--- src/rtl/url_query_splitter_decoder_top_assert.svh ---
// assertion macros for the url query splitter
`ifndef URL_QUERY_SPLITTER_DECODER_TOP_ASSERT_SVH
`define URL_QUERY_SPLITTER_DECODER_TOP_ASSERT_SVH

// same-cycle implication, checked out of reset
`define UQSD_ASSERT_NOW(label, ante, cons, msg) \
  label: assert property (@(posedge clk) disable iff (!rst_n) (ante) |-> (cons)) \
    else $error(msg);

// next-cycle implication, checked out of reset
`define UQSD_ASSERT_NEXT(label, ante, cons, msg) \
  label: assert property (@(posedge clk) disable iff (!rst_n) (ante) |=> (cons)) \
    else $error(msg);

`endif

--- src/rtl/uqsd_pkg.sv ---
package uqsd_pkg;

  typedef logic [7:0] byte_t;
  typedef logic [1:0] part_t;

  // special characters
  localparam byte_t CH_QUESTION = 8'h3F;
  localparam byte_t CH_AMP      = 8'h26;
  localparam byte_t CH_EQUALS   = 8'h3D;
  localparam byte_t CH_PERCENT  = 8'h25;

  // part tags on the result channel
  localparam part_t PART_PATH  = 2'd0;
  localparam part_t PART_NAME  = 2'd1;
  localparam part_t PART_VALUE = 2'd2;

  // bytes of a percent triple held in a value
  localparam logic [1:0] PEND_NONE = 2'd0;
  localparam logic [1:0] PEND_PCT  = 2'd1;
  localparam logic [1:0] PEND_BYTE = 2'd2;

  // result slots per item
  localparam int MAX_RES = 5;

  typedef enum logic [2:0] {
    MODE_PATH  = 3'b001,
    MODE_NAME  = 3'b010,
    MODE_VALUE = 3'b100
  } mode_t;

  typedef struct packed {
    logic  has_byte;
    byte_t out_byte;
    part_t part;
    logic  part_end;
    logic  string_end;
  } res_t;

  // character result
  function automatic res_t mk_byte(byte_t b, part_t p);
    res_t r;
    r.has_byte   = 1'b1;
    r.out_byte   = b;
    r.part       = p;
    r.part_end   = 1'b0;
    r.string_end = 1'b0;
    return r;
  endfunction

  // end marker result
  function automatic res_t mk_mark(part_t p, logic send);
    res_t r;
    r.has_byte   = 1'b0;
    r.out_byte   = 8'h00;
    r.part       = p;
    r.part_end   = 1'b1;
    r.string_end = send;
    return r;
  endfunction

  // hex digit decode: {ok, nibble}
  function automatic logic [4:0] hex_dec(byte_t c);
    logic [4:0] r;
    r = 5'd0;
    if (c >= 8'h30 && c <= 8'h39) begin
      r = {1'b1, c[3:0]};
    end else if ((c >= 8'h61 && c <= 8'h66) || (c >= 8'h41 && c <= 8'h46)) begin
      r = {1'b1, c[3:0] + 4'd9};
    end
    return r;
  endfunction

endpackage

--- src/rtl/uqsd_ifs.sv ---
// input channel: one url character per item
interface uqsd_in_if;
  import uqsd_pkg::*;
  logic  valid;
  logic  ready;
  byte_t in_byte;
  logic  is_final;
  modport source (output valid, output in_byte, output is_final, input ready);
  modport sink (input valid, input in_byte, input is_final, output ready);
endinterface

// result channel: tagged characters and end markers
interface uqsd_out_if;
  import uqsd_pkg::*;
  logic  valid;
  logic  ready;
  logic  has_byte;
  byte_t out_byte;
  part_t part;
  logic  part_end;
  logic  string_end;
  logic  run_last;
  modport source (output valid, output has_byte, output out_byte, output part,
                  output part_end, output string_end, output run_last, input ready);
  modport sink (input valid, input has_byte, input out_byte, input part,
                input part_end, input string_end, input run_last, output ready);
endinterface

--- src/rtl/url_query_splitter_decoder_top.sv ---
// channel | dir | payload
// in_ch   | in  | in_byte[7:0], is_final
// out_ch  | out | has_byte, out_byte[7:0], part[1:0], part_end, string_end, run_last
//
// an item is decoded as it is taken and its 0 to 5 results land in a result buffer
// an item with at most one result flows at one item per cycle while out_ch.ready is high
// an item with n results holds the buffer until all n are taken; the next item is taken with the last
// items that give no result (held percent bytes) show nothing
// rst_n (synchronous) clears parse mode, held percent bytes and the result buffer
// out_ch.ready low holds the current result, and in_ch while any result waits

`include "url_query_splitter_decoder_top_assert.svh"

module url_query_splitter_decoder_top (
  input  logic clk,
  input  logic rst_n,
  uqsd_in_if.sink    in_ch,
  uqsd_out_if.source out_ch
);
  import uqsd_pkg::*;

  mode_t       mode_r, mode_nxt;
  logic [1:0]  pc_r, pc_nxt;
  byte_t       pf_r, pf_nxt;

  res_t        entries_r [MAX_RES];
  res_t        list [MAX_RES];
  logic [2:0]  cnt_r;
  logic [2:0]  idx_r;
  logic [2:0]  n;

  logic [4:0]  hi, lo;
  logic        in_take, out_take, last_take;
  res_t        cur;

  // buffer handshake
  assign cur       = entries_r[idx_r];
  assign out_take  = out_ch.valid && out_ch.ready;
  assign last_take = out_take && ((idx_r + 3'd1) == cnt_r);
  assign in_ch.ready = (cnt_r == 3'd0) || last_take;
  assign in_take   = in_ch.valid && in_ch.ready;

  assign out_ch.valid      = (cnt_r != 3'd0);
  assign out_ch.has_byte   = cur.has_byte;
  assign out_ch.out_byte   = cur.out_byte;
  assign out_ch.part       = cur.part;
  assign out_ch.part_end   = cur.part_end;
  assign out_ch.string_end = cur.string_end;
  assign out_ch.run_last   = ((idx_r + 3'd1) == cnt_r);

  // decode one item into its result list
  always_comb begin
    for (int i = 0; i < MAX_RES; i++) begin
      list[i] = '0;
    end
    n        = 3'd0;
    mode_nxt = mode_r;
    pc_nxt   = pc_r;
    pf_nxt   = pf_r;
    hi       = hex_dec(pf_r);
    lo       = hex_dec(in_ch.in_byte);

    case (mode_r)
      MODE_NAME: begin
        if (in_ch.in_byte == CH_EQUALS) begin
          list[n] = mk_mark(PART_NAME, 1'b0); n = n + 3'd1;
          mode_nxt = MODE_VALUE;
          pc_nxt   = PEND_NONE;
        end else if (in_ch.in_byte == CH_AMP) begin
          list[n] = mk_mark(PART_NAME, 1'b0);  n = n + 3'd1;
          list[n] = mk_mark(PART_VALUE, 1'b0); n = n + 3'd1;
        end else begin
          list[n] = mk_byte(in_ch.in_byte, PART_NAME); n = n + 3'd1;
        end
      end
      MODE_VALUE: begin
        if (in_ch.in_byte == CH_AMP) begin
          if (pc_r != PEND_NONE) begin
            list[n] = mk_byte(CH_PERCENT, PART_VALUE); n = n + 3'd1;
          end
          if (pc_r == PEND_BYTE) begin
            list[n] = mk_byte(pf_r, PART_VALUE); n = n + 3'd1;
          end
          list[n] = mk_mark(PART_VALUE, 1'b0); n = n + 3'd1;
          pc_nxt   = PEND_NONE;
          pf_nxt   = 8'h00;
          mode_nxt = MODE_NAME;
        end else if (pc_r == PEND_NONE) begin
          if (in_ch.in_byte == CH_PERCENT) begin
            pc_nxt = PEND_PCT;
          end else begin
            list[n] = mk_byte(in_ch.in_byte, PART_VALUE); n = n + 3'd1;
          end
        end else if (pc_r == PEND_PCT) begin
          pf_nxt = in_ch.in_byte;
          pc_nxt = PEND_BYTE;
        end else begin
          // third byte of a triple: decode or pass all three
          if (hi[4] && lo[4]) begin
            list[n] = mk_byte({hi[3:0], lo[3:0]}, PART_VALUE); n = n + 3'd1;
          end else begin
            list[n] = mk_byte(CH_PERCENT, PART_VALUE);     n = n + 3'd1;
            list[n] = mk_byte(pf_r, PART_VALUE);           n = n + 3'd1;
            list[n] = mk_byte(in_ch.in_byte, PART_VALUE);  n = n + 3'd1;
          end
          pc_nxt = PEND_NONE;
          pf_nxt = 8'h00;
        end
      end
      default: begin
        if (in_ch.in_byte == CH_QUESTION) begin
          list[n] = mk_mark(PART_PATH, 1'b0); n = n + 3'd1;
          mode_nxt = MODE_NAME;
        end else begin
          list[n] = mk_byte(in_ch.in_byte, PART_PATH); n = n + 3'd1;
        end
      end
    endcase

    // close the open parts at the end of the url
    if (in_ch.is_final) begin
      case (mode_nxt)
        MODE_NAME: begin
          list[n] = mk_mark(PART_NAME, 1'b0);  n = n + 3'd1;
          list[n] = mk_mark(PART_VALUE, 1'b1); n = n + 3'd1;
        end
        MODE_VALUE: begin
          if (pc_nxt != PEND_NONE) begin
            list[n] = mk_byte(CH_PERCENT, PART_VALUE); n = n + 3'd1;
          end
          if (pc_nxt == PEND_BYTE) begin
            list[n] = mk_byte(pf_nxt, PART_VALUE); n = n + 3'd1;
          end
          list[n] = mk_mark(PART_VALUE, 1'b1); n = n + 3'd1;
        end
        default: begin
          list[n] = mk_mark(PART_PATH, 1'b1); n = n + 3'd1;
        end
      endcase
      mode_nxt = MODE_PATH;
      pc_nxt   = PEND_NONE;
      pf_nxt   = 8'h00;
    end
  end

  // parse state
  always_ff @(posedge clk) begin
    if (!rst_n) begin
      mode_r <= MODE_PATH;
      pc_r   <= PEND_NONE;
      pf_r   <= 8'h00;
    end else if (in_take) begin
      mode_r <= mode_nxt;
      pc_r   <= pc_nxt;
      pf_r   <= pf_nxt;
    end
  end

  // result buffer control
  always_ff @(posedge clk) begin
    if (!rst_n) begin
      cnt_r <= 3'd0;
      idx_r <= 3'd0;
    end else if (in_take) begin
      cnt_r <= n;
      idx_r <= 3'd0;
    end else if (last_take) begin
      cnt_r <= 3'd0;
      idx_r <= 3'd0;
    end else if (out_take) begin
      idx_r <= idx_r + 3'd1;
    end
  end

  // result buffer payload
  always_ff @(posedge clk) begin
    if (in_take) begin
      for (int i = 0; i < MAX_RES; i++) begin
        entries_r[i] <= list[i];
      end
    end
  end

  `UQSD_ASSERT_NOW(a_take_only_on_drain, in_take && out_ch.valid, out_ch.ready && out_ch.run_last, "item taken while results still wait")
  `UQSD_ASSERT_NOW(a_idx_in_range, cnt_r != 3'd0, idx_r < cnt_r && cnt_r <= 3'd5, "result index out of range")
  `UQSD_ASSERT_NEXT(a_final_resets, in_take && in_ch.is_final, mode_r == MODE_PATH && pc_r == PEND_NONE, "state not cleared after url end")
  `UQSD_ASSERT_NOW(a_pending_in_value, pc_r != PEND_NONE, mode_r == MODE_VALUE && pc_r <= PEND_BYTE, "held percent outside a value")

endmodule
--- src/flat_wrapper.sv ---
// flat-port wrapper written by rule: the top's interface ports become plain ports
module url_query_splitter_decoder_top_flat import uqsd_pkg::*;
  (clk, rst_n, in_ch_valid, in_ch_in_byte, in_ch_is_final, in_ch_ready, out_ch_valid, out_ch_has_byte, out_ch_out_byte, out_ch_part, out_ch_part_end, out_ch_string_end, out_ch_run_last, out_ch_ready);
  uqsd_in_if in_ch_i ();
  uqsd_out_if out_ch_i ();
  input  logic clk;
  input  logic rst_n;
  input wire logic [$bits(in_ch_i.valid)-1:0] in_ch_valid;
  input wire logic [$bits(in_ch_i.in_byte)-1:0] in_ch_in_byte;
  input wire logic [$bits(in_ch_i.is_final)-1:0] in_ch_is_final;
  output wire logic [$bits(in_ch_i.ready)-1:0] in_ch_ready;
  output wire logic [$bits(out_ch_i.valid)-1:0] out_ch_valid;
  output wire logic [$bits(out_ch_i.has_byte)-1:0] out_ch_has_byte;
  output wire logic [$bits(out_ch_i.out_byte)-1:0] out_ch_out_byte;
  output wire logic [$bits(out_ch_i.part)-1:0] out_ch_part;
  output wire logic [$bits(out_ch_i.part_end)-1:0] out_ch_part_end;
  output wire logic [$bits(out_ch_i.string_end)-1:0] out_ch_string_end;
  output wire logic [$bits(out_ch_i.run_last)-1:0] out_ch_run_last;
  input wire logic [$bits(out_ch_i.ready)-1:0] out_ch_ready;
  assign in_ch_i.valid = in_ch_valid;
  assign in_ch_i.in_byte = in_ch_in_byte;
  assign in_ch_i.is_final = in_ch_is_final;
  assign in_ch_ready = in_ch_i.ready;
  assign out_ch_valid = out_ch_i.valid;
  assign out_ch_has_byte = out_ch_i.has_byte;
  assign out_ch_out_byte = out_ch_i.out_byte;
  assign out_ch_part = out_ch_i.part;
  assign out_ch_part_end = out_ch_i.part_end;
  assign out_ch_string_end = out_ch_i.string_end;
  assign out_ch_run_last = out_ch_i.run_last;
  assign out_ch_i.ready = out_ch_ready;
  url_query_splitter_decoder_top u_core (.clk(clk), .rst_n(rst_n), .in_ch(in_ch_i), .out_ch(out_ch_i));
endmodule
--- config.mk ---
export PLATFORM = sky130hd
export DESIGN_NAME = url_query_splitter_decoder_top_flat
export DESIGN_NICKNAME = d
export VERILOG_FILES = /design/src/rtl/uqsd_pkg.sv /design/src/rtl/uqsd_ifs.sv /design/src/rtl/url_query_splitter_decoder_top.sv /design/src/flat_wrapper.sv
export VERILOG_INCLUDE_DIRS = /design/src /design/src/rtl
export SDC_FILE = /design/constraint.sdc
export NUM_CORES = 1
export LEC_CHECK = 0
export BUFFER_PORTS_ARGS = -buffer_cell sky130_fd_sc_hd__buf_2
export CORE_UTILIZATION = 30
export DETAILED_ROUTE_END_ITERATION = 8
export GPL_ROUTABILITY_DRIVEN = 0
export PLACE_DENSITY = 0.52
export RECOVER_POWER = 25
export SLEW_MARGIN = 20
export SYNTH_ARGS = -nofsm -noshare
export SYNTH_HDL_FRONTEND = slang
export SYNTH_SLANG_ARGS = --single-unit
--- constraint.sdc ---
create_clock -name clk -period 5.1 [get_ports clk]
set_input_delay 1.02 -clock clk [delete_from_list [all_inputs] [get_ports clk]]
set_output_delay 1.02 -clock clk [all_outputs]
set_load 0.01 [all_outputs]
==> flow_summary.yaml, run 1 <==
synthesis:
  synthCells: 479
  ys_warn_count: 0
  synth_flop_cell: "edfxtp_1"
  synth_top_family_by_area: "compound AO/OA/AOI/OAI gates"
  postSynthAreaPerCell_um2: 10.7
  synthXorXnorAreaFrac: 0.0184
  yosys.area_share.simple: 0.169
  synthMuxAreaShare: 0.0861
  ys_seq_area_frac: 0.469
  synth_edf_count: 65
  async_reset_ff_frac: 0
  synth.distinct_cells: 74
  synth_area_um2: 5100
  synthAdderAreaFrac: 0.0270
  synth_compound_area_frac: 0.183
  ys_ff_latch: 87
clock_network:
  hold_buffers: 0
  cts_buffer_depth: 2
  postCtsSetupBuffers: 0
  clkTransAtPathRegs_ns: 0.06
  clock-sinks: 87
  clkLatencyLatePin_ns: 0.35
  cts_tree: "built"
  cts_buffers: 9
  cts_root_buf: "clkbuf_16"
  cts_max_level: 3
  cts_resized: 0
route:
  num_vias: 3933
  wirelength_um: 13000
  wl_per_cell_um: 17.8
  drt_pass1_iterations: 5
  via_per_inst: 5.38
  drc: 0
  drt-initial-drc-count: 361
  ant_nets: 0
setup_path:
  worstSetupEndpointType: "flop"
  critPathSlowestCell: "a211oi_1"
  cp_cell_sequence: "clkbuf_1 -> inv_1 -> ha_1 -> nor2b_1 -> a211oi_1 -> o31ai_4 -> a21o_4 -> inv_2 -> or2_1 -> ha_1 -> buf_4 -> o2111a_1 -> a21oi_1 -> nor2_1 -> nor2_1 -> ha_1 -> inv_1 -> or3_1 -> a31oi_1 -> o31ai_1"
  reg2reg_depth: 13
  cp-startpoint: "in_ch_in_byte[0]"
  required_ns: 5.33
  cp_max_fo: 10
  cpMostUsedCell: "ha_1"
  crit_type: "in -> reg"
  start_kind: "input port"
  r2r-start: "u_core.pf_r[0]"
  slowest_delay_ns: 0.40
  crit_arrival_ns: 4.91
global_routing:
  globalRouteOverflowTotal: 0
  track_usage: 0.153
  grt_antenna_before_repair: 0
  grt_pass1_vias: 3765
  grt_pass1_wl_um: 20800
  grt_max_degree: 34
die:
  core_area_um2: 16600
  start_util: 0.308
  ios: 29
  fp.dieH_um: 132
  die-area_um2: 17500
  core.rowCount: 47
  die_w_um: 132
sta:
  grt_setup_unrepaired: "false"
  period_share: 0.918
  slew_headroom: 0.228
  tns_ns: 0
  fmax_mhz: 214
  fin_ws_ns: 0.420
  setup_violations: 0
  hold_viol: 0
  whs_ns: 0.495
  fin_crit_ns: 4.68
  slew_viol_final: 0
  tightest_slew_ns: 1.16
  fin_worst_skew_ns: 0.0100
layout:
  finish.instance_area_um2: 5800
  syn_to_final_growth_pct: 13.6
  final_cell_mix: "edfxtp_1 (65), nand2_1 (42), nor2_1 (39), buf_2 (25), a21oi_1 (24)"
  layout-drive-gt1-share: 0.194
  final_nets: 530
  diodes: 0
  mostFrequentLayoutCell: "edfxtp_1"
min_path:
  hp-start: "u_core.cnt_r[0]"
  worstHoldPathCells: 2
  holdCritPathClass: "reg -> reg"
pwr:
  peakVddDrop_mv: 0.138
  leakage_nw: 2.08
  p_per_area_nw_per_um2: 285
  power_mw: 1.65
placement:
  port_buffers: 28
  dp_slack_ns: 0.286
  dpl_cell_area_um2: 5490
  hpwl_um: 9460
outcome:
  status: "completed"
flow_run:
  max_cap_violations: 0
-- cells by family (layout without fill, tap and decap cells) --
kind of cell    Yosys count  after routing
compound gates          130            130
xor+xnor                  9              9
fa+ha+maj                11             11
buf+inv                  53             76
flops                    87             87
mux                      26             26
other cells               1             10
simple gates            162            162
-- final timing paths --
check	end	slack (ns)
worst max-delay path	u_core.cnt_r[2]	0.42
worst min-delay path	u_core.cnt_r[0]	0.49
worst max register to register	u_core.entries_r[2][1]	0.82
worst min register to register	u_core.cnt_r[0]	0.49
-- worst max-delay path, delay by kind of cell --
family,cells,cell delay (ns)
buf+inv,5,0.87
compound gates,7,1.37
fa+ha+maj,3,0.78
simple gates,5,0.86
-- where the power goes --
part / internal, mW / total, mW / switching (mW) / leakage, nW
Sequential: 0.807 / 0.821 / 0.0142 / 0.818
Clock: 0.392 / 0.695 / 0.303 / 0.148
Combinational: 0.0530 / 0.136 / 0.0830 / 1.11
-- final cells by class --
class | instances | area [um^2]
Clock buffer | 9 | 225
Clock inverter | 7 | 87.6
Fill cell | 1689 | 10800
Inverter | 18 | 67.6
Multi-Input combinational cell | 348 | 2510
Sequential cell | 87 | 2390
Tap cell | 220 | 275
Timing Repair Buffer | 42 | 241
-- cell usage after synthesis (3+ instances only) --
master	instances	area, um^2
a22o_1	13	114
ha_1	11	138
nor2b_1	5	31.3
nor3_1	8	40.0
buf_1	3	11.3
mux4_2	13	293
o31ai_1	9	67.6
edfxtp_1	65	1950
a211oi_1	3	22.5
and2_1	13	81.3
buf_6	4	45.0
and3_1	5	31.3
nor2_1	39	146
or2_2	3	18.8
nor3b_1	7	52.6
o41ai_1	3	26.3
xnor2_1	4	35.0
o211ai_1	6	45.0
inv_1	15	56.3
nand3_1	15	75.1
clkbuf_1	21	78.8
o21a_1	5	37.5
or3_1	3	18.8
buf_2	6	30.0
mux2_2	13	146
xor2_1	4	35.0
nand2_1	42	158
a21oi_1	24	120
dfxtp_1	22	440
a22oi_1	11	82.6
o21ai_0	20	100
a31oi_1	10	62.6
-- flip-flops by register name, summed over array words and instances (netlist names), named ones only --
name / flops
u_core.cnt_r: 3
u_core.entries_r: 65
u_core.idx_r: 3
u_core.mode_r: 3
u_core.pc_r: 2
u_core.pf_r: 8
-- per-stage QoR --
step                cells  utilization
detailed placement    715        0.331
CTS                   731        0.350
global placement      715        0.331
floorplan             488            -
global route          731        0.350
finish                731        0.350
-- metal layers --
layer	GRT usage	share of wire	vias up
li1	-	-	1872
met1	0.208	0.47	1938
met2	0.248	0.48	112
met3	0.0234	0.043	11
met4	0.0575	0.013	0
met5	0	0	-
No activity file was read; power rests on OpenSTA's default activity.
==> run 2, diff against run 1 <==
- REMOVE_ABC_BUFFERS: default -> 1
==> run 2 against run 1 <==
Net effect: combinational power about the same; die area did not move; via count down 2.5%; cell count fell by 0.14%; global-route usage decreased by 0.42 points; flip-flop and latch count did not move; power fell by 3.6%; worst hold slack better by 0.0037 ns; sequential share of layout area increased by 0.21 points; utilization down 0.18 points.
==> flow_summary.yaml, run 2 (synthesis gave the netlist of run 1 again) <==
route:
  drt_pass1_iterations: 4
  drt-initial-drc-count: 327
  wirelength_um: 12800
  num_vias: 3833
  wl_per_cell_um: 17.6
  ant_nets: 0
  drc: 0
  via_per_inst: 5.25
min_path:
  hp-start: "u_core.cnt_r[0]"
  holdCritPathClass: "reg -> reg"
  worstHoldPathCells: 2
  hold_end: "u_core.cnt_r[0]"
setup_path:
  reg2reg_depth: 18
  slowest_delay_ns: 0.37
  crit_buf_inv: 5
  rr_endpoint: "u_core.cnt_r[2]"
  required_ns: 5.32
  crit_arrival_ns: 4.86
  crit_type: "in -> reg"
  cp_max_fo: 13
  r2r-start: "u_core.pf_r[0]"
  critPathTopFamily: "compound AO/OA/AOI/OAI gates"
  worst-r2r-setup-slack_ns: 0.84
  worstSetupEndpointType: "flop"
  cpMostUsedCell: "ha_1"
  critPathSlowestCell: "a211oi_1"
  cp_cell_sequence: "clkbuf_1 -> inv_1 -> ha_1 -> nor2b_1 -> a211oi_1 -> o31ai_4 -> a21o_4 -> inv_2 -> or2_1 -> ha_1 -> buf_4 -> nor4b_1 -> a21oi_1 -> nor2_1 -> nor2_1 -> ha_1 -> inv_1 -> or3_1 -> a31oi_1 -> o31ai_1"
  start_kind: "input port"
clock_network:
  cts_max_level: 3
  hold_buffers: 0
  cts_buffer_depth: 2
  cts_resized: 0
  cts_root_buf: "clkbuf_16"
  clkTransAtPathRegs_ns: 0.06
  clkLatencyLatePin_ns: 0.34
  postCtsSetupBuffers: 0
  cts_buffers: 9
  cts_tree: "built"
  clock-sinks: 87
layout:
  largest_reg_flops: 65
  largest_register: "u_core.entries_r"
  syn_to_final_growth_pct: 13.0
  fin_util: 0.348
  nFillCells: 1690
  mostFrequentLayoutCell: "edfxtp_1"
  diodes: 0
  largestRegisters: "u_core.entries_r: 65 flops, u_core.pf_r: 8 flops"
  layout-drive-gt1-share: 0.190
  final_nets: 529
  final_cell_mix: "edfxtp_1 (65), nand2_1 (42), nor2_1 (39), buf_2 (26), a21oi_1 (24)"
sta:
  slew_headroom: 0.264
  hold_viol: 0
  tightest_slew_ns: 1.10
  fmax_mhz: 216
  period_share: 0.910
  slew_viol_final: 0
  fin_ws_ns: 0.461
  setup_violations: 0
  fin_worst_skew_ns: 0.00580
  grt_setup_unrepaired: "false"
  fin_crit_ns: 4.64
die:
  core.rowCount: 47
  fp.dieH_um: 132
  core_area_um2: 16600
  die_w_um: 132
  ios: 29
  start_util: 0.308
  die-area_um2: 17500
global_routing:
  globalRouteOverflowTotal: 0
  grt_pass1_vias: 3783
  grt_antenna_before_repair: 0
  track_usage: 0.149
  grt_max_degree: 37
  grt_pass1_wl_um: 20500
pwr:
  peakVddDrop_mv: 0.143
  combPwrFrac: 0.084
  p_sw_uw: 358
  power_mw: 1.59
  p_clk_frac: 0.400
  leakage_nw: 2.07
  p_int_mw: 1.24
  share_seq_of_total_power: 0.515
  p_per_area_nw_per_um2: 276
  switching_share: 0.224
flow_run:
  max_cap_violations: 0
placement:
  hpwl_um: 9300
  port_buffers: 28
  dp_slack_ns: 0.328
outcome:
  status: "completed"
==> run 2: worst max-delay path by stage <==
stage | start | endpoint | slack (ns) | cells after the start
2_1_floorplan | in_ch_in_byte[1] | u_core.entries_r[2][1] | -0.28 | 12
3_3_place_gp | in_ch_in_byte[0] | u_core.cnt_r[2] | 0.48 | 20
3_5_place_dp | in_ch_in_byte[0] | u_core.cnt_r[2] | 0.33 | 20
4_1_cts | in_ch_in_byte[0] | u_core.cnt_r[2] | 0.66 | 20
5_1_grt | in_ch_in_byte[0] | u_core.cnt_r[2] | 0.15 | 20
6_report | in_ch_in_byte[0] | u_core.cnt_r[2] | 0.46 | 20
==> run 2: through the flow <==
stage	area (um^2)	TNS, ns	hold WS [ns]	std cells
after floorplan	4970	-1.02	0.441	453
after global placement	5480	0	0.485	714
after detailed placement	5480	0	0.481	714
after CTS	5770	0	0.501	730
after global routing	5770	0	0.521	730
final	5770	0	0.499	730
==> run 2: metal layers <==
| layer | GRT usage | share of wire | vias up |
|---|---|---|---|
| met5 | 0 | 0 | - |
| met4 | 0.0504 | 0.017 | 0 |
| met3 | 0.0245 | 0.032 | 13 |
| met2 | 0.239 | 0.47 | 82 |
| met1 | 0.205 | 0.48 | 1879 |
| li1 | - | - | 1859 |
==> run 2: power by group through the flow <==
stage	Clock (mW)	Combinational [mW]	Sequential, mW
after floorplan	0	0.0847	0.832
after detailed placement	0	0.136	0.838
after CTS	0.659	0.137	0.822
final	0.638	0.134	0.821
after global placement	0	0.134	0.835
after global routing	0.685	0.146	0.826
==> run 2: area by class of cell <==
| class | instances | area (um^2) | area share |
|---|---|---|---|
| Timing Repair Buffer | 41 | 235 | 0.0408 |
| Inverter | 18 | 67.6 | 0.0117 |
| Clock buffer | 9 | 225 | 0.0391 |
| Multi-Input combinational cell | 348 | 2510 | 0.435 |
| Clock inverter | 7 | 63.8 | 0.0111 |
| Sequential cell | 87 | 2390 | 0.415 |
| Tap cell | 220 | 275 | 0.0477 |
==> run 2: worst min-delay path, cell delays in order (launching register included) <==
cell     delay, ns
dfxtp_1       0.33
nand2_1       0.06
o21ai_0       0.06
==> run 3, diff against run 2 <==
- clock period: 5.1 -> 5.5 ns (I/O delays scaled with it)
==> run 3 against run 2 <==
Net effect: the run now ends with max-capacitance violations, max-slew violations left; final area decreased by 0.80%; clock skew increased by 0.0065 ns; global-route usage increased by 0.57 points; wire length increased by 1.3%; critical path depth decreased by 5; largest power group unchanged; critical path type unchanged.
==> flow_summary.yaml, run 3 (synthesis gave the netlist of run 1 again) <==
outcome:
  status: "finished with violations"
  violations: "max-capacitance violations, max-slew violations"
setup_path:
  crit_buf_inv: 3
  cp_max_fo: 10
  crit_arrival_ns: 5.24
  crit_type: "in -> reg"
  critPathSlowestCell: "or4_4"
  slowest_delay_ns: 0.53
  critPathTopFamily: "simple AND/OR/NAND/NOR gates"
  cp_cell_sequence: "buf_2 -> inv_1 -> ha_1 -> nor2b_1 -> a211oi_1 -> o31ai_4 -> a21o_4 -> inv_1 -> or2_1 -> ha_1 -> nor2_1 -> and3_1 -> or4_4 -> o211a_1 -> or3_4"
  start_kind: "input port"
  required_ns: 5.58
  worstSetupEndpointType: "flop"
die:
  core_area_um2: 16600
  die_w_um: 132
  ios: 29
  die-area_um2: 17500
  fp.dieH_um: 132
  core.rowCount: 47
  start_util: 0.308
sta:
  slew_viol_final: 48
  fin_worst_skew_ns: 0.0124
  fmax_mhz: 194
  setup_violations: 0
  hold_viol: 0
  period_share: 0.939
  tns_ns: 0
  tightest_slew_ns: 1.85
  grt_setup_unrepaired: "false"
  slew_headroom: -0.234
  fin_crit_ns: 5.16
layout:
  largest_register: "u_core.entries_r"
  syn_to_final_growth_pct: 12.1
  diodes: 0
  final_cell_mix: "edfxtp_1 (65), nand2_1 (42), nor2_1 (39), buf_2 (25), a21oi_1 (24)"
  mostFrequentLayoutCell: "edfxtp_1"
  fin_util: 0.345
  layout-drive-gt1-share: 0.183
  largest_reg_flops: 65
  largestRegisters: "u_core.entries_r: 65 flops, u_core.pf_r: 8 flops"
  final_nets: 526
min_path:
  holdCritPathClass: "reg -> reg"
global_routing:
  grt_antenna_before_repair: 0
  track_usage: 0.155
  globalRouteOverflowTotal: 0
  grt_max_degree: 48
  grt_pass1_wl_um: 21200
  grt_pass1_vias: 3854
placement:
  hpwl_um: 9330
  port_buffers: 28
route:
  wl_per_cell_um: 17.9
  wirelength_um: 13000
  ant_nets: 0
  drt-initial-drc-count: 381
  via_per_inst: 5.31
  num_vias: 3860
  drt_pass1_iterations: 5
  drc: 0
clock_network:
  cts_buffers: 9
  postCtsSetupBuffers: 0
  cts_resized: 0
  cts_max_level: 3
  clkTransAtPathRegs_ns: 0.06
  clkLatencyLatePin_ns: 0.34
  cts_root_buf: "clkbuf_16"
  clock-sinks: 87
  cts_buffer_depth: 2
  cts_tree: "built"
  hold_buffers: 0
flow_run:
  max_cap_violations: 1
pwr:
  leakage_nw: 2.03
  p_per_area_nw_per_um2: 250
  peakVddDrop_mv: 0.117
[run 3: cell count changes in the layout (fill, tap and decap cells not counted), sizes merged]
cell,before,now
bufinv,1,0
buf,39,35
clkinv,6,5
clkbuf,11,14
[run 3: power by group]
group	switching (mW)	internal (mW)	leakage [nW]
sequential	0.0133	0.750	0.818
clock	0.242	0.303	0.129
combinational	0.0758	0.0485	1.09
total	0.331	1.10	2.03
[run 3: worst paths after layout]
kind	startpoint	to	slack, ns	cells after the start
setup / recovery	in_ch_in_byte[0]	u_core.entries_r[2][1]	0.34	15
setup reg to reg	u_core.pf_r[0]	u_core.entries_r[2][1]	0.68	14
hold reg to reg	u_core.cnt_r[0]	u_core.cnt_r[0]	0.49	2
hold / removal	u_core.cnt_r[0]	u_core.cnt_r[0]	0.49	2
[run 3: layout make-up]
cell class                      instances  area [um^2]
Clock inverter                          5         27.5
Timing Repair Buffer                   38          211
Inverter                               18         67.6
Multi-Input combinational cell        348         2510
Fill cell                            1680        10900
Tap cell                              220          275
Sequential cell                        87         2390
Clock buffer                           11          233
[run 3: layer usage]
layer	wire [um]	part of all wire	up-vias	global-route usage
met5	0	0	-	0
met4	174	0.013	0	0.0517
met3	560	0.043	14	0.0218
met2	6290	0.48	81	0.255
met1	5960	0.46	1911	0.209
li1	-	-	1854	-
[run 3: worst register-to-register path: stages (launching register included)]
cell and delay, ns:
dfxtp_1 0.61, inv_1 0.16, ha_1 0.24, o21bai_1 0.23, a2111o_1 0.24, o31ai_1 0.14, a21o_4 0.25, inv_1 0.32
or2_1 0.34, ha_1 0.37, nor2_1 0.19, and3_1 0.23, or4_4 0.53, o211a_1 0.27, or3_4 0.44
[run 3: through the flow]
| step | cells | power (mW) | hold slack, ns | setup WS [ns] | instance area (um^2) |
|---|---|---|---|---|---|
| 2_1_floorplan | 453 | 0.850 | 0.441 | 0.0436 | 4970 |
| 3_3_place_gp | 711 | 0.899 | 0.485 | 0.362 | 5460 |
| 3_5_place_dp | 711 | 0.904 | 0.484 | 0.243 | 5460 |
| 4_1_cts | 727 | 1.45 | 0.496 | 0.557 | 5720 |
| 5_1_grt | 727 | 1.49 | 0.526 | 0.159 | 5720 |
| 6_report | 727 | 1.43 | 0.491 | 0.336 | 5720 |
